### config.mk
export PLATFORM = sky130hd
export DESIGN_NAME = fat_dir_entry_parser_flat
export DESIGN_NICKNAME = d
export VERILOG_FILES = /design/src/fdp_pkg.sv /design/src/fdp_if.sv /design/src/fat_dir_entry_parser.sv /design/src/fdp_front.sv /design/src/fdp_job_fifo.sv /design/src/fdp_back.sv /design/src/flat_wrapper.sv
export SDC_FILE = /design/constraint.sdc
export NUM_CORES = 1
export LEC_CHECK = 0
export ABC_AREA = 1
export BUFFER_PORTS_ARGS = -buffer_cell sky130_fd_sc_hd__buf_2
export CELL_PAD_IN_SITES_DETAIL_PLACEMENT = 1
export CELL_PAD_IN_SITES_GLOBAL_PLACEMENT = 1
export CORE_UTILIZATION = 30
export DETAILED_ROUTE_END_ITERATION = 8
export GPL_TIMING_DRIVEN = 0
export PLACE_DENSITY = 0.57
export SLEW_MARGIN = 20
export SYNTH_ARGS = -nofsm -noshare
export SYNTH_HDL_FRONTEND = slang
export SYNTH_SLANG_ARGS = --single-unit
### constraint.sdc
create_clock -name clk -period 20.4 [get_ports clk]
set_input_delay 6.12 -clock clk [delete_from_list [all_inputs] [get_ports clk]]
set_output_delay 6.12 -clock clk [all_outputs]
set_load 0.05 [all_outputs]
### src/fdp_pkg.sv
// Shared types, constants and job record for the FAT directory entry parser.
package fdp_pkg;

	localparam int ENTRY_BYTES    = 32;
	localparam int POS_W          = $clog2(ENTRY_BYTES);
	localparam int UNITS_PER_PART = 13;
	localparam int SHORT_LEN      = 11;
	localparam int BASE_LEN       = 8;
	localparam int EXT_LEN        = SHORT_LEN - BASE_LEN;
	localparam int CHAR_IDX_W     = $clog2(UNITS_PER_PART + 1);
	localparam int CHAR_POS_W     = 10;
	localparam int JOB_DEPTH      = 2;

	localparam logic [POS_W-1:0] LAST_POS  = POS_W'(ENTRY_BYTES - 1);
	localparam logic [POS_W-1:0] SUM_LIMIT = POS_W'(SHORT_LEN);
	localparam logic [POS_W-1:0] ATTR_POS  = POS_W'(11);
	localparam logic [POS_W-1:0] CSUM_POS  = POS_W'(13);

	localparam logic [7:0] MARK_ERASED     = 8'hE5;
	localparam logic [7:0] MARK_KANJI      = 8'h05;
	localparam logic [7:0] SEQ_LAST_FLAG   = 8'h40;
	localparam logic [7:0] ROT_TOP         = 8'h80;
	localparam logic [7:0] ATTR_LONG       = 8'h0F;
	localparam logic [7:0] ATTR_DEV_UNUSED = 8'hC0;
	localparam logic [7:0] CHAR_NUL        = 8'h00;
	localparam logic [7:0] CHAR_SPACE      = 8'h20;
	localparam logic [7:0] CHAR_DOT        = 8'h2E;

	// Byte offsets of the low byte of each UTF-16 unit in a long-name part
	localparam logic [POS_W-1:0] UNIT_OFF [UNITS_PER_PART] = '{
		5'd1, 5'd3, 5'd5, 5'd7, 5'd9, 5'd14, 5'd16, 5'd18, 5'd20, 5'd22, 5'd24, 5'd28, 5'd30
	};

	typedef enum logic [2:0] {
		CLS_END,
		CLS_ERASED,
		CLS_LFN_PART,
		CLS_DEVICE,
		CLS_SHORT,
		CLS_LONG,
		CLS_BAD_SEQ
	} entry_class_t;

	typedef enum logic {
		KIND_CHAR,
		KIND_SUMMARY
	} record_kind_t;

	// One classified entry, handed from the front end to the emitter
	typedef struct packed {
		entry_class_t                             cls;
		logic                                     name_ready;
		logic [CHAR_IDX_W-1:0]                    nchars;
		logic [CHAR_POS_W-1:0]                    base_pos;
		logic [UNITS_PER_PART-1:0][7:0]           chars;
		logic [7:0]                               attr;
		logic [15:0]                              clus;
		logic [31:0]                              size;
	} job_t;

endpackage

### src/fdp_if.sv
// Valid/ready channel interfaces: raw byte stream in, parsed records out.
interface fdp_byte_if import fdp_pkg::*; ();
	logic       valid;
	logic       ready;
	logic [7:0] data_byte;

	modport source(output valid, output data_byte, input ready);
	modport sink(input valid, input data_byte, output ready);
endinterface

interface fdp_rec_if import fdp_pkg::*; ();
	logic                  valid;
	logic                  ready;
	logic                  record_kind;
	logic [CHAR_POS_W-1:0] char_pos;
	logic [7:0]            char_value;
	logic [2:0]            entry_class;
	logic                  name_ready;
	logic [7:0]            attr_bits;
	logic [15:0]           start_cluster;
	logic [31:0]           byte_size;
	logic                  last;

	modport source(output valid, output record_kind, output char_pos, output char_value,
		output entry_class, output name_ready, output attr_bits, output start_cluster,
		output byte_size, output last, input ready);
	modport sink(input valid, input record_kind, input char_pos, input char_value,
		input entry_class, input name_ready, input attr_bits, input start_cluster,
		input byte_size, input last, output ready);
endinterface

### src/fat_dir_entry_parser.sv
// FAT directory entry parser top level: front end, entry queue, record emitter.
// The first record of an entry is registered at the emitter output after the entry is written into the queue.
// Throughput: one byte per cycle; an entry yields up to 14 records from the emitter, one per
//   cycle unless result.ready is low; byte 31 waits only while the two-entry queue is full.
// Reset (arst_n low, asynchronous): byte position, checksum, long-name state, queue
//   and output valid clear; the 31-byte entry buffer is not reset and is rewritten per entry.
module fat_dir_entry_parser import fdp_pkg::*; (
	input  logic       clk,
	input  logic       arst_n,
	fdp_byte_if.sink   stream,
	fdp_rec_if.source  result
);

	logic push;
	logic pop;
	logic full;
	logic empty;
	job_t new_job;
	job_t head_job;

	// Buffer bytes, track checksum and long-name run, classify on the last byte
	fdp_front u_front (
		.clk    (clk),
		.arst_n (arst_n),
		.stream (stream),
		.full   (full),
		.push   (push),
		.job    (new_job)
	);

	// Decouple classification from emission so the byte side keeps streaming
	fdp_job_fifo u_fifo (
		.clk      (clk),
		.arst_n   (arst_n),
		.push     (push),
		.push_job (new_job),
		.pop      (pop),
		.head_job (head_job),
		.empty    (empty),
		.full     (full)
	);

	// Emit name characters, then the summary beat marked last
	fdp_back u_back (
		.clk      (clk),
		.arst_n   (arst_n),
		.head_job (head_job),
		.empty    (empty),
		.pop      (pop),
		.result   (result)
	);

endmodule

### src/fdp_front.sv
// Front end: buffers entry bytes, keeps the checksum and long-name state, classifies entries.
module fdp_front import fdp_pkg::*; (
	input  logic      clk,
	input  logic      arst_n,
	fdp_byte_if.sink  stream,
	input  logic      full,
	output logic      push,
	output job_t      job
);

	logic [POS_W-1:0] pos_q;
	logic [7:0]       sum_q;
	logic             lfn_active_q;
	logic [7:0]       saved_sum_q;
	logic [7:0]       buf_q [ENTRY_BYTES-1];

	logic             accept;
	logic             at_end;
	logic             lfn_active_d;
	logic             save_sum;
	logic [7:0]       e0;
	logic [7:0]       attr;
	logic [7:0]       seq;
	logic [5:0]       seq_m1;
	logic [7:0]       base_b [BASE_LEN];
	logic [7:0]       ext_b [BASE_LEN];
	logic [3:0]       bl;
	logic [3:0]       xl;
	logic [3:0]       j;
	logic [7:0]       short_c [UNITS_PER_PART];

	function automatic logic [3:0] trim_len(input logic [7:0] b [BASE_LEN]);
		logic [3:0] len;
		logic       stop;
		len  = '0;
		stop = 1'b0;
		for (int k = 0; k < BASE_LEN; k++) begin
			if (!stop && b[k] != CHAR_NUL) begin
				len = 4'(k + 1);
			end else begin
				stop = 1'b1;
			end
		end
		for (int k = BASE_LEN - 1; k >= 0; k--) begin
			if (len == 4'(k + 1) && b[k] == CHAR_SPACE) begin
				len = 4'(k);
			end
		end
		return len;
	endfunction

	// Only the closing byte of an entry can stall, and only on a full queue
	assign at_end       = (pos_q == LAST_POS);
	assign stream.ready = !at_end || !full;
	assign accept       = stream.valid && stream.ready;
	assign push         = accept && at_end;

	assign e0     = buf_q[0];
	assign attr   = buf_q[ATTR_POS];
	assign seq    = e0 & ~SEQ_LAST_FLAG;
	assign seq_m1 = seq[5:0] - 6'd1;

	always_comb begin
		for (int k = 0; k < BASE_LEN; k++) begin
			base_b[k] = buf_q[k];
			ext_b[k]  = (k < EXT_LEN) ? buf_q[BASE_LEN + k] : CHAR_NUL;
		end
		bl = trim_len(base_b);
		xl = trim_len(ext_b);
		// Assemble the 8.3 name: base, dot, extension
		for (int i = 0; i < UNITS_PER_PART; i++) begin
			j = 4'(i) - bl - 4'd1;
			if (4'(i) < bl) begin
				short_c[i] = (i == 0 && buf_q[0] == MARK_KANJI) ? MARK_ERASED : buf_q[i];
			end else if (4'(i) == bl) begin
				short_c[i] = CHAR_DOT;
			end else if (j < 4'(EXT_LEN)) begin
				short_c[i] = buf_q[BASE_LEN + int'(j[1:0])];
			end else begin
				short_c[i] = CHAR_NUL;
			end
		end
	end

	always_comb begin
		lfn_active_d    = lfn_active_q;
		save_sum        = 1'b0;
		job.cls         = CLS_END;
		job.name_ready  = 1'b0;
		job.nchars      = '0;
		job.base_pos    = '0;
		job.attr        = attr;
		job.clus        = {buf_q[27], buf_q[26]};
		job.size        = {stream.data_byte, buf_q[30], buf_q[29], buf_q[28]};
		for (int k = 0; k < UNITS_PER_PART; k++) begin
			job.chars[k] = buf_q[UNIT_OFF[k]];
		end
		if (e0 == CHAR_NUL) begin
			job.cls = CLS_END;
		end else if (e0 == MARK_ERASED) begin
			job.cls      = CLS_ERASED;
			lfn_active_d = 1'b0;
		end else if (attr == ATTR_LONG) begin
			if (seq == 8'd0 || seq[7]) begin
				job.cls      = CLS_BAD_SEQ;
				lfn_active_d = 1'b0;
			end else begin
				job.cls      = CLS_LFN_PART;
				job.nchars   = CHAR_IDX_W'(UNITS_PER_PART);
				job.base_pos = CHAR_POS_W'(seq_m1) * CHAR_POS_W'(UNITS_PER_PART);
				lfn_active_d = 1'b1;
				save_sum     = 1'b1;
			end
		end else if ((attr & ATTR_DEV_UNUSED) != 8'd0) begin
			job.cls      = CLS_DEVICE;
			lfn_active_d = 1'b0;
		end else if (lfn_active_q && saved_sum_q == sum_q) begin
			job.cls        = CLS_LONG;
			job.name_ready = 1'b1;
			lfn_active_d   = 1'b0;
		end else begin
			job.cls        = CLS_SHORT;
			job.name_ready = 1'b1;
			job.nchars     = CHAR_IDX_W'(bl + ((xl != 4'd0) ? (xl + 4'd1) : 4'd0));
			for (int k = 0; k < UNITS_PER_PART; k++) begin
				job.chars[k] = short_c[k];
			end
		end
	end

	always_ff @(posedge clk or negedge arst_n) begin
		if (!arst_n) begin
			pos_q        <= '0;
			sum_q        <= '0;
			lfn_active_q <= 1'b0;
			saved_sum_q  <= '0;
		end else if (accept) begin
			pos_q <= pos_q + POS_W'(1);
			if (pos_q == '0) begin
				sum_q <= stream.data_byte;
			end else if (pos_q < SUM_LIMIT) begin
				sum_q <= (sum_q[0] ? ROT_TOP : 8'd0) + (sum_q >> 1) + stream.data_byte;
			end
			if (at_end) begin
				lfn_active_q <= lfn_active_d;
				if (save_sum) begin
					saved_sum_q <= buf_q[CSUM_POS];
				end
			end
		end
	end

	// Entry bytes, no reset
	always_ff @(posedge clk) begin
		if (accept && !at_end) begin
			buf_q[pos_q] <= stream.data_byte;
		end
	end

endmodule

### src/fdp_job_fifo.sv
// Small register queue of classified entries between front end and emitter.
module fdp_job_fifo import fdp_pkg::*; (
	input  logic clk,
	input  logic arst_n,
	input  logic push,
	input  job_t push_job,
	input  logic pop,
	output job_t head_job,
	output logic empty,
	output logic full
);

	localparam int PTR_W = (JOB_DEPTH > 1) ? $clog2(JOB_DEPTH) : 1;
	localparam int CNT_W = $clog2(JOB_DEPTH + 1);

	job_t             mem_q [JOB_DEPTH];
	logic [PTR_W-1:0] wr_q;
	logic [PTR_W-1:0] rd_q;
	logic [CNT_W-1:0] cnt_q;

	assign empty    = (cnt_q == '0);
	assign full     = (cnt_q == CNT_W'(JOB_DEPTH));
	assign head_job = mem_q[rd_q];

	function automatic logic [PTR_W-1:0] bump(input logic [PTR_W-1:0] p);
		return (p == PTR_W'(JOB_DEPTH - 1)) ? '0 : p + PTR_W'(1);
	endfunction

	always_ff @(posedge clk or negedge arst_n) begin
		if (!arst_n) begin
			wr_q  <= '0;
			rd_q  <= '0;
			cnt_q <= '0;
		end else begin
			if (push) begin
				wr_q <= bump(wr_q);
			end
			if (pop) begin
				rd_q <= bump(rd_q);
			end
			if (push && !pop) begin
				cnt_q <= cnt_q + CNT_W'(1);
			end else if (pop && !push) begin
				cnt_q <= cnt_q - CNT_W'(1);
			end
		end
	end

	always_ff @(posedge clk) begin
		if (push) begin
			mem_q[wr_q] <= push_job;
		end
	end

endmodule

### src/fdp_back.sv
// Emitter: walks the head entry, one name character per beat, then the summary record.
module fdp_back import fdp_pkg::*; (
	input  logic       clk,
	input  logic       arst_n,
	input  job_t       head_job,
	input  logic       empty,
	output logic       pop,
	fdp_rec_if.source  result
);

	logic [CHAR_IDX_W-1:0] k_q;
	logic                  valid_q;
	logic                  load;
	logic                  is_sum;

	assign load   = !empty && (!valid_q || result.ready);
	assign is_sum = (k_q == head_job.nchars);
	assign pop    = load && is_sum;

	assign result.valid = valid_q;

	always_ff @(posedge clk or negedge arst_n) begin
		if (!arst_n) begin
			valid_q <= 1'b0;
			k_q     <= '0;
		end else begin
			if (load) begin
				valid_q <= 1'b1;
				k_q     <= is_sum ? '0 : k_q + CHAR_IDX_W'(1);
			end else if (result.ready) begin
				valid_q <= 1'b0;
			end
		end
	end

	// Output payload, held while stalled
	always_ff @(posedge clk) begin
		if (load) begin
			result.entry_class <= head_job.cls;
			if (is_sum) begin
				result.record_kind   <= KIND_SUMMARY;
				result.char_pos      <= '0;
				result.char_value    <= '0;
				result.name_ready    <= head_job.name_ready;
				result.attr_bits     <= head_job.attr;
				result.start_cluster <= head_job.clus;
				result.byte_size     <= head_job.size;
				result.last          <= 1'b1;
			end else begin
				result.record_kind   <= KIND_CHAR;
				result.char_pos      <= head_job.base_pos + CHAR_POS_W'(k_q);
				result.char_value    <= head_job.chars[k_q];
				result.name_ready    <= 1'b0;
				result.attr_bits     <= '0;
				result.start_cluster <= '0;
				result.byte_size     <= '0;
				result.last          <= 1'b0;
			end
		end
	end

endmodule
### src/flat_wrapper.sv
// flat-port wrapper written by rule: the top's interface ports become plain ports
module fat_dir_entry_parser_flat import fdp_pkg::*;
  (clk, arst_n, stream_valid, stream_data_byte, stream_ready, result_valid, result_record_kind, result_char_pos, result_char_value, result_entry_class, result_name_ready, result_attr_bits, result_start_cluster, result_byte_size, result_last, result_ready);
  fdp_byte_if stream_i ();
  fdp_rec_if result_i ();
  input  logic clk;
  input  logic arst_n;
  input wire logic [$bits(stream_i.valid)-1:0] stream_valid;
  input wire logic [$bits(stream_i.data_byte)-1:0] stream_data_byte;
  output wire logic [$bits(stream_i.ready)-1:0] stream_ready;
  output wire logic [$bits(result_i.valid)-1:0] result_valid;
  output wire logic [$bits(result_i.record_kind)-1:0] result_record_kind;
  output wire logic [$bits(result_i.char_pos)-1:0] result_char_pos;
  output wire logic [$bits(result_i.char_value)-1:0] result_char_value;
  output wire logic [$bits(result_i.entry_class)-1:0] result_entry_class;
  output wire logic [$bits(result_i.name_ready)-1:0] result_name_ready;
  output wire logic [$bits(result_i.attr_bits)-1:0] result_attr_bits;
  output wire logic [$bits(result_i.start_cluster)-1:0] result_start_cluster;
  output wire logic [$bits(result_i.byte_size)-1:0] result_byte_size;
  output wire logic [$bits(result_i.last)-1:0] result_last;
  input wire logic [$bits(result_i.ready)-1:0] result_ready;
  assign stream_i.valid = stream_valid;
  assign stream_i.data_byte = stream_data_byte;
  assign stream_ready = stream_i.ready;
  assign result_valid = result_i.valid;
  assign result_record_kind = result_i.record_kind;
  assign result_char_pos = result_i.char_pos;
  assign result_char_value = result_i.char_value;
  assign result_entry_class = result_i.entry_class;
  assign result_name_ready = result_i.name_ready;
  assign result_attr_bits = result_i.attr_bits;
  assign result_start_cluster = result_i.start_cluster;
  assign result_byte_size = result_i.byte_size;
  assign result_last = result_i.last;
  assign result_i.ready = result_ready;
  fat_dir_entry_parser u_core (.clk(clk), .arst_n(arst_n), .stream(stream_i), .result(result_i));
endmodule
==> results_dict.tcl, run 1 <==
set metrics [dict create \
    clk_latency_ns 0.64 \
    fin_area_um2 33800 \
    cts_tree "built" \
    synth_flop_cell "edfxtp_1" \
    gp_congestion 0.966 \
    synth_area_leaders "edfxtp_1, nand2_1, nor2_1, a21oi_1, dfrtp_1" \
    ff_latch_area_um2 19600 \
    ir_drop_mv 0.0753 \
    route.vias.total 20700 \
    cp_max_fo 28 \
    synth_area_leader_cell "edfxtp_1" \
    slew_headroom_pct 26.9 \
    port_buffers 93 \
    min_period_ns 8.32 \
    synth_top_area_share_pct 65.6 \
    total_leakage_power_nw 12.1 \
    place_area_um2 31300 \
    critPathCapture "u_core.u_front.sum_q[6]$_DFFE_PN0P_" \
    cp-startpoint "stream_data_byte[0]" \
    r2r_end "u_core.u_fifo.mem_q[1][132]$_DFFE_PP_" \
    cp-start-kind "input pin" \
    area_growth_pct 17.5 \
    num_io_pins 94 \
    hold_path_class "flop to flop" \
    fmax_mhz 120 \
    drt_iter0_markers 1735 \
    path_clk_slew_ns 0.06 \
    overflow 0 \
    setup_violations 0 \
    p_sw_mw 1.69 \
    grt_start_max_net_pins 32 \
    avgSynthCellArea_um2 11.4 \
    cts_setup_buffers 0 \
    cts_root_buf "clkbuf_16" \
    syn_area_um2 28700 \
    fp.dieH_um 311 \
    synth_edf_count 627 \
    start_util_pct 30.3 \
    final_cells 4026 \
    pwr_density_cell_nw_per_um2 132 \
    fillers 10300 \
    postCtsHoldBufs 0 \
    yosys.cell_count.top_type "edfxtp_1" \
    outcome "finished clean" \
    num_rows 113 \
    syn-num-nets 2575 \
    fin_crit_sh_pct 40.8 \
    nets 2765 \
    netlist-cell-type-count 56 \
    h-tree-depth 3 \
    drcViolationCount 0 \
    die_w_um 311 \
    worstPathRequired_ns 20.92 \
    p_int_mw 2.76 \
    worstSetupPathType "input pin to flop" \
    grt_pass1_wl_um 153000 \
    core_um2 94900 \
    ant_nets 0 \
    wl_per_cell_um 26.5 \
    arrival_ns 8.84 \
    ys_seq_area_share_pct 68.3 \
    hold_viol 0 \
    async_reset_ff_share_pct 4.71 \
    globalRouteTotalUtil_pct 21.8 \
    syn_inst 2511 \
    skew_ns 0.0298 \
    slew_violations 0 \
    drtPass1Iterations 5 \
    pre_cts_slack_ns 11.38 \
    r2r_cells 27 \
    sw_frac_of_total_pct 38.0 \
    clkPwrFrac_pct 30.4 \
    hpwl_um 78800 \
    yosys_warnings 0 \
    drive_gt1_share_pct 10.3 \
    routed_via_density 5.13 \
    multi_input_area_um2 8170 \
    r2r_start "u_core.u_front.buf_q[0][0]$_DFFE_PP_" \
    synth_common_cells "edfxtp_1, nand2_1, nor2_1" \
    fin_ws_ns 12.08 \
    cts-buffers-inserted 74 \
    dp_cells 3890 \
    cts_resized 0 \
    synth_seq_cells 658 \
    rsz0062_at_grt "no" \
    drv_cap 0 \
    die_area_um2 97000 \
    worstSetupEndpointType "flop" \
    clockBufferDepth 3 \
    setup_tns_ns 0 \
    cts_sinks 658 \
    pwr-share-seq_pct 38.8 \
    antenna_found_initial 3 \
    rrSetupSlack_ns 13.74 \
    grt_pass1_vias 21300 \
    tightest_slew_ns 1.10 \
    comb_power_share_pct 30.8 \
    wirelength_um 107000 \
]
[worst min path at each step]
| stage | from | end | slack (ns) | cells past startpoint |
|---|---|---|---|---|
| after CTS | u_core.u_front.buf_q[26][2]$_DFFE_PP_ | u_core.u_fifo.mem_q[1][34]$_DFFE_PP_ | 0.44 | 0 |
| after detailed placement | u_core.u_front.buf_q[27][2]$_DFFE_PP_ | u_core.u_fifo.mem_q[1][42]$_DFFE_PP_ | 0.43 | 0 |
| final | u_core.u_front.buf_q[26][5]$_DFFE_PP_ | u_core.u_fifo.mem_q[0][37]$_DFFE_PP_ | 0.44 | 0 |
| after floorplan | u_core.u_front.buf_q[29][2]$_DFFE_PP_ | u_core.u_fifo.mem_q[0][10]$_DFFE_PP_ | 0.42 | 0 |
| after global routing | u_core.u_front.buf_q[26][2]$_DFFE_PP_ | u_core.u_fifo.mem_q[1][34]$_DFFE_PP_ | 0.44 | 0 |
| after global placement | u_core.u_front.buf_q[29][0]$_DFFE_PP_ | u_core.u_fifo.mem_q[0][8]$_DFFE_PP_ | 0.42 | 0 |
[placed cells by master (no fill, tap or decap), drive strengths merged, types with 2 or more instances in the layout]
cell type / Yosys / final
o21a: 5 / 5
clkinv: 7 / 38
o31ai: 2 / 2
nand3: 136 / 136
buf: 18 / 132
a311oi: 16 / 16
clkbuf: 88 / 183
edfxtp: 627 / 627
nor3b: 3 / 3
o221ai: 29 / 29
nand3b: 2 / 2
nor4: 11 / 11
o211ai: 35 / 35
diode: 0 / 2
nand2: 463 / 463
o22ai: 22 / 22
xor2: 23 / 23
inv: 144 / 144
a31oi: 5 / 5
dfrtp: 31 / 31
xnor2: 5 / 5
a21oi: 178 / 178
nor3: 24 / 24
o21bai: 2 / 2
o21ai: 155 / 155
mux2: 8 / 8
or2: 16 / 16
bufinv: 0 / 7
mux2i: 5 / 5
and2: 9 / 9
ha: 46 / 46
nor2: 373 / 373
nand4: 11 / 11
fa: 6 / 6
[cell families after synthesis]
| kind of cell | synth area share, % |
|---|---|
| and+or+nand+nor | 15.3 |
| buffers and inverters | 3.46 |
| DFF | 68.3 |
| muxes | 0.488 |
| adders and majority gates | 2.42 |
| AOI/OAI and AO/OA | 9.20 |
| xor gates and xnor gates | 0.854 |
[area by class of cell]
class                      instances  area share (%)
clock buffer                      95            5.87
buffer                           106            1.27
multi-input combinational       1596            24.2
sequential                       658            58.1
timing repair buffer             114            2.75
antenna                            2          0.0148
tap                             1265            4.69
clock inverter                    39            1.46
inverter                         151            1.68
[per-layer routing]
metal  up-vias  share of wire (%)  global-route usage, %  wire length, um
li1       9290                  -                      -                -
met1     10600                 44                   29.5            47000
met2       589                 48                   36.1            50900
met3       171                4.9                   2.77             5270
met4         0                3.3                   7.33             3500
met5         -                  0                      0                0
[power groups by stage]
stage / clock network, mW / registers, mW / logic [mW]
floorplan: 0 / 2.01 / 0.602
global placement: 0 / 1.78 / 1.32
detailed placement: 0 / 1.76 / 1.39
CTS: 1.38 / 1.73 / 1.39
global route: 1.43 / 1.74 / 1.49
finish: 1.35 / 1.73 / 1.37
[critical path, cell delays in order]
cell and delay (ns):
buf_2 0.73, ha_1 0.33, inv_1 0.06, fa_1 0.41
o31ai_1 0.41, inv_1 0.09, nor2_1 0.14, nor2_1 0.05
o21bai_1 0.16, nor2_1 0.06, o221ai_1 0.17, nand2_1 0.07
[stage by stage]
stage	utilization, %	power [mW]	hold slack, ns
after global placement	32.4	3.10	0.423
after floorplan	-	2.61	0.421
final	35.6	4.45	0.439
after CTS	35.6	4.51	0.442
after global routing	35.6	4.66	0.444
after detailed placement	33.0	3.15	0.431
[registers in the layout, indices dropped and copies added, names as in the netlist]
| signal | flops |
|---|---|
| u_core.u_fifo.cnt_q | 2 |
| u_core.u_front.sum_q | 8 |
| u_core.u_back.result.valid | 1 |
| u_core.u_front.pos_q | 5 |
| u_core.u_back.k_q | 4 |
| u_core.u_back.result.name_ready | 1 |
| u_core.u_back.result.entry_class | 3 |
| u_core.u_front.saved_sum_q | 8 |
| u_core.u_fifo.wr_q | 1 |
| u_core.u_front.lfn_active_q | 1 |
| u_core.u_back.result.char_value | 8 |
| u_core.u_fifo.rd_q | 1 |
| u_core.u_back.result.byte_size | 32 |
| u_core.u_back.result.last | 1 |
| u_core.u_back.result.char_pos | 10 |
| u_core.u_back.result.attr_bits | 8 |
| u_core.u_front.buf_q | 192 |
| u_core.u_back.result.start_cluster | 16 |
| u_core.u_fifo.mem_q | 356 |
(Power assumes the default switching activity.)
==> inputs of run 2 (changes only) <==
ABC_AREA = 0   (was 1)
PLACE_DENSITY = 0.55   (was 0.57)
clock period = 7.7 ns   (was 20.4 ns; I/O delays follow)
==> run 2 against run 1 <==
  * Clock power rose to 2.6 times the previous value
  * Synthesized cell count decreased by 26%
  * Critical path depth increased by 9
  * Routed wire length is 14% lower
  * Worst hold slack improved by 0.0026 ns
  * Cell count fell by 17%
  * Flip-flop and latch count is the same
  * Via count is 16% lower
  * Critical path type is now flop to flop
  * First-iteration DRC count fell by 1.5%
==> results_dict.tcl, run 2 <==
set metrics [dict create \
    outcome "finished clean" \
    wirelength_um 92100 \
    drive_gt1_share_pct 17.4 \
    overflow 0 \
    avgSynthCellArea_um2 15.3 \
    grt_pass1_vias 18300 \
    worstPathRequired_ns 8.11 \
    largestRegisters "u_core.u_fifo.mem_q x356, u_core.u_front.buf_q x192, u_core.u_back.result.byte_size x32" \
    fin_ws_ns 0.517 \
    h-tree-depth 3 \
    clockBufferDepth 3 \
    synth_seq_cells 658 \
    tightest_slew_ns 1.18 \
    min_period_ns 7.18 \
    die_w_um 310 \
    die_area_um2 96100 \
    skew_ns 0.0356 \
    cp-start-kind "flop" \
    hold_viol 0 \
    slew_violations 0 \
    largest-register "u_core.u_fifo.mem_q" \
    ir_drop_mv 0.150 \
    clk_latency_ns 0.65 \
    layout_common_cells "edfxtp_1, nor2_1, mux2i_1" \
    port_buffers 93 \
    globalRouteTotalUtil_pct 19.4 \
    dp_cells 3224 \
    start_util_pct 30.4 \
    crit_path_top_delay_cell "mux2i_1" \
    drtPass1Iterations 5 \
    core_um2 93600 \
    total_leakage_power_nw 11.3 \
    num_rows 112 \
    area_growth_pct 17.0 \
    arrival_ns 7.59 \
    routed_via_density 5.19 \
    fin_crit_sh_pct 93.3 \
    rsz0062_at_grt "no" \
    synth_flop_cell "edfxtp_1" \
    syn_area_um2 28500 \
    synth_top_area_share_pct 66.2 \
    grt_start_max_net_pins 58 \
    gp_congestion 0.924 \
    yosys_warnings 0 \
    cts_tree "built" \
    netlist-cell-type-count 85 \
    synth_edf_count 627 \
    yosys.cell_count.top_type "edfxtp_1" \
    fmax_mhz 139 \
    synth_common_cells "edfxtp_1, nor2_1, mux2i_1" \
    multi_input_area_um2 8380 \
    path_clk_slew_ns 0.06 \
    cpPeakStageDelay_ns 0.64 \
    final_cells 3360 \
    worstSetupEndpointType "flop" \
    place_area_um2 30800 \
    drcViolationCount 0 \
    syn_inst 1864 \
    fin_util_pct 35.6 \
    hpwl_um 65700 \
    num_io_pins 94 \
    drt_iter0_markers 1709 \
    synth_area_leaders "edfxtp_1, mux2i_1, mux4_2, dfrtp_1, nor2_1" \
    fillers 9751 \
    cts-buffers-inserted 73 \
    grt_pass1_wl_um 132000 \
    ys_seq_area_share_pct 68.9 \
    worstSetupPathType "flop to flop" \
    route.vias.total 17400 \
    fp.dieH_um 310 \
    pre_cts_slack_ns -0.00623 \
    async_reset_ff_share_pct 4.71 \
    ff_latch_area_um2 19600 \
    path_cells "inv_1 > ha_1 > nor4b_2 > nand2_2 > nand4_1 > clkbuf_1 > a221oi_1 > o32ai_4 > nand2_2 > a31oi_2 > buf_4 > buf_2 > inv_1 > ha_1 > clkbuf_1 > a31oi_4 > buf_6 > mux2i_1 > mux2i_1 > a211oi_1 > nor3_1" \
    fin_area_um2 33300 \
    antenna_found_initial 6 \
    pwr_density_cell_nw_per_um2 340 \
    power_mw 11.3 \
    slew_headroom_pct 21.6 \
    hold-worst-slack_ns 0.442 \
    cts_sinks 658 \
    synth_area_leader_cell "edfxtp_1" \
    ant_nets 0 \
    setup_violations 0 \
    wl_per_cell_um 27.4 \
    nets 2109 \
    setup_tns_ns 0 \
    cp_max_fo 14 \
    largest_reg_flops 356 \
    layout_commonest_cell "edfxtp_1" \
    hold_path_class "flop to flop" \
    drv_cap 0 \
    cts_root_buf "clkbuf_16" \
    syn-num-nets 1928 \
]
run 2: cell types whose count changed in the layout (fill, tap and decap cells not counted), moves of 46 or more:
cell | before | now
a21oi_1 | 177 | 65
o21ai_0 | 142 | 72
nor2_1 | 365 | 169
mux4_2 | 0 | 56
inv_1 | 140 | 35
nand2_1 | 454 | 117
mux2i_1 | 5 | 132
nand3_1 | 134 | 25
clkbuf_1 | 104 | 58
run 2: worst paths after layout:
check / startpoint / end / slack [ns] / depth (start not counted)
max in group asynchronous: arst_n / u_core.u_back.k_q[2]$_DFFE_PN0P_ / 5.25 / 1
worst min register to register: u_core.u_front.buf_q[27][2]$_DFFE_PP_ / u_core.u_fifo.mem_q[1][42]$_DFFE_PP_ / 0.44 / 0
min in group asynchronous: arst_n / u_core.u_front.sum_q[3]$_DFFE_PN0P_ / 1.81 / 1
worst max-delay path: u_core.u_front.buf_q[0][0]$_DFFE_PP_ / u_core.u_fifo.mem_q[1][82]$_DFFE_PP_ / 0.52 / 21
worst max register to register: u_core.u_front.buf_q[0][0]$_DFFE_PP_ / u_core.u_fifo.mem_q[1][82]$_DFFE_PP_ / 0.52 / 21
worst min-delay path: u_core.u_front.buf_q[27][2]$_DFFE_PP_ / u_core.u_fifo.mem_q[1][42]$_DFFE_PP_ / 0.44 / 0
run 2: layer usage:
layer / vias up / track usage [%] / routed length, um
met4: 2 / 6.09 / 2570
met1: 9173 / 26.8 / 40300
met2: 557 / 31.6 / 43900
li1: 7583 / - / -
met3: 130 / 2.60 / 5350
met5: - / 0 / 17
run 2: area by class of cell:
cell class / count / area share (%)
multi-input combinational: 1082 / 25.2
sequential: 658 / 58.9
clock inverter: 48 / 1.50
tap: 1254 / 4.71
buffer: 85 / 1.15
inverter: 39 / 0.462
timing repair buffer: 106 / 2.30
clock buffer: 86 / 5.76
antenna: 2 / 0.0150
run 2: critical path: cells and delay by family, from the launching register on:
kind	cells	cell delay (ns)
flops	1	0.52
fa+ha+maj	2	0.37
buf+inv	7	2.00
mux	2	0.73
compound gates	5	1.53
simple gates	5	1.78
run 2: logic make-up (layout without fill, tap and decap cells):
family	Yosys count	after routing	synth area share [%]
AO/OA/AOI/OAI	298	298	7.09
AND/OR/NAND/NOR	457	457	7.61
flip-flops	658	658	68.9
buffers and inverters	124	364	1.86
multiplexers	227	227	10.6
adder cells (fa/ha/maj)	52	52	2.44
XOR/XNOR	48	48	1.48
other	0	2	0
run 2: timing repair:
action / CTS / global route
gates cloned: 0 / 0
resized for setup: 1 / 1
hold buffers: 0 / 0
hold endpoints to repair: 0 / 0
pin swaps: 0 / 0
setup endpoints to repair: 4 / 2
buffers inserted: 0 / 0
run 2: power by group:
group	total [mW]	internal [mW]	leakage, nW	switching, mW
clock network	3.50	1.98	1.17	1.52
logic	3.26	0.959	4.06	2.30
registers	4.58	4.39	6.07	0.183
==> inputs of run 3 (changes only) <==
==> constraint.sdc (replaced) <==
create_clock -name clk -period 7.7 [get_ports clk]
set_input_delay 1.54 -clock clk [delete_from_list [all_inputs] [get_ports clk]]
set_output_delay 1.54 -clock clk [all_outputs]
set_load 0.05 [all_outputs]
==> run 3 against run 2 <==
  * Non-clock buffer count rose by 2
  * Routed wire length shrank 0.70%
  * Total power decreased by 1.2%
  * Die area unchanged
  * Sequential share of layout area rose by 0.10 points
  * Clock power shrank 3%
  * Utilization shrank 0.063 points
  * Combinational power barely moved
  * Via count down 0.84%
==> results_dict.tcl, run 3 (synthesized netlist as in run 2, its figures left out) <==
set metrics [dict create \
    hold_start "u_core.u_front.buf_q[26][0]$_DFFE_PP_" \
    die_w_um 310 \
    pre_cts_slack_ns -0.0817 \
    wirelength_um 91500 \
    worstSetupPathType "flop to flop" \
    diodes 0 \
    r2r_start "u_core.u_front.buf_q[0][0]$_DFFE_PP_" \
    port_buffers 93 \
    drv_cap 0 \
    drcViolationCount 0 \
    fmax_mhz 137 \
    clk_latency_ns 0.65 \
    met2_length_um 43500 \
    hold_viol 0 \
    area_growth_pct 16.7 \
    die_area_um2 96100 \
    overflow 0 \
    wl_per_cell_um 27.2 \
    core_um2 93600 \
    drt-met1-wl_um 41000 \
    pwr_density_cell_nw_per_um2 337 \
    gp_congestion 0.915 \
    skew_ns 0.0366 \
    ant_nets 0 \
    h-tree-depth 3 \
    worstPathRequired_ns 8.09 \
    antenna_found_initial 7 \
    cts_tree "built" \
    worstSetupEndpointType "flop" \
    cts-buffers-inserted 74 \
    final_cells 3361 \
    largest-register "u_core.u_fifo.mem_q" \
    largest_reg_flops 356 \
    total_leakage_power_nw 11.3 \
    fin_crit_sh_pct 95.1 \
    dp_cells 3226 \
    drtPass1Iterations 5 \
    place_area_um2 30900 \
    routed.top_layer "met5" \
    slew_violations 0 \
    slew_headroom_pct 21.9 \
    fp.dieH_um 310 \
    layout_commonest_cell "edfxtp_1" \
    routed_via_density 5.15 \
    route.vias.total 17300 \
    cp-startpoint "u_core.u_front.buf_q[0][0]$_DFFE_PP_" \
    fin_area_um2 33200 \
    hold-worst-slack_ns 0.446 \
    cp_max_fo 14 \
    setup_tns_ns 0 \
    cp-start-kind "flop" \
    num_rows 112 \
    hold_path_class "flop to flop" \
    grt_pass1_vias 18200 \
    clockBufferDepth 3 \
    cts_setup_buffers 0 \
    tightest_slew_ns 1.17 \
    ir_drop_mv 0.177 \
    fin_ws_ns 0.374 \
    hpwl_um 65000 \
    layout_common_cells "edfxtp_1, nor2_1, mux2i_1" \
    grt_pass1_wl_um 132000 \
    drt_iter0_markers 1726 \
    start_util_pct 30.4 \
    rsz0062_at_grt "no" \
    grt_start_max_net_pins 55 \
    num_io_pins 94 \
    setup_violations 0 \
    cts_root_buf "clkbuf_16" \
    cts_sinks 658 \
    arrival_ns 7.72 \
    path_clk_slew_ns 0.06 \
    wl_met3_um 4490 \
    drive_gt1_share_pct 17.0 \
    nets 2112 \
    largestRegisters "u_core.u_fifo.mem_q x356, u_core.u_front.buf_q x192, u_core.u_back.result.byte_size x32" \
    globalRouteTotalUtil_pct 19.2 \
    min_period_ns 7.33 \
    outcome "finished clean" \
]
run 3: changes by cell type in the layout (fill, tap and decap cells not counted), sizes merged:
cell    change
clkbuf     +23
clkinv     -16
bufinv      -4
diode       -2
buf         +1
inv         -1
run 3: critical path, cell delays in order, from the launching register on:
cell	delay (ns)
edfxtp_1	0.52
inv_1	0.16
ha_1	0.16
nor4b_2	0.49
nand2_1	0.62
nand4_1	0.38
clkbuf_1	0.44
a221oi_1	0.16
o32ai_4	0.28
nand2_2	0.13
a31oi_2	0.38
buf_4	0.30
buf_2	0.37
inv_1	0.17
ha_1	0.21
clkbuf_1	0.30
a31oi_4	0.49
buf_6	0.25
mux2i_1	0.10
mux2i_1	0.64
nand2_1	0.12
a21oi_1	0.36
run 3: report_power, final:
| group | internal, mW | switching [mW] |
|---|---|---|
| clock | 1.89 | 1.49 |
| combinational | 0.963 | 2.28 |
| sequential | 4.39 | 0.178 |
| total | 7.25 | 3.94 |
run 3: what timing repair did:
item / in CTS / in global routing
hold buffers: 0 / 0
endpoints found under the setup margin: 8 / 0
endpoints found under the hold margin: 0 / 0
gates resized for setup: 1 / 0
run 3: area by class of cell:
class	instances	area (um^2)
plain buffers	85	385
clock buffers	108	2030
clock inverters	27	290
fillers	9689	60400
inverters	39	154
multi-input cells	1082	8380
flip-flops and latches	658	19600
well taps	1254	1570
repair buffers	108	808
run 3: final timing paths:
path / to / slack, ns / cells past startpoint
worst min-delay path: u_core.u_fifo.mem_q[0][32]$_DFFE_PP_ / 0.45 / 0
max in group asynchronous: u_core.u_back.k_q[1]$_DFFE_PN0P_ / 6.00 / 1
worst min register to register: u_core.u_fifo.mem_q[0][32]$_DFFE_PP_ / 0.45 / 0
worst max-delay path: u_core.u_fifo.mem_q[1][83]$_DFFE_PP_ / 0.37 / 21
min in group asynchronous: u_core.u_front.sum_q[5]$_DFFE_PN0P_ / 1.06 / 1
worst max register to register: u_core.u_fifo.mem_q[1][83]$_DFFE_PP_ / 0.37 / 21
run 3: through the flow:
stage	power, mW	util (%)
finish	11.2	35.5
global route	11.7	35.5
CTS	11.3	35.5
detailed placement	7.95	33.0
global placement	7.89	32.6
floorplan	6.81	-
run 3: layer usage:
layer  GRT usage, %  vias to the layer above
li1               -                     7573
met1           26.6                     9098
met2           31.3                      507
met3           2.43                      119
met4           6.16                        2
met5              0                        -
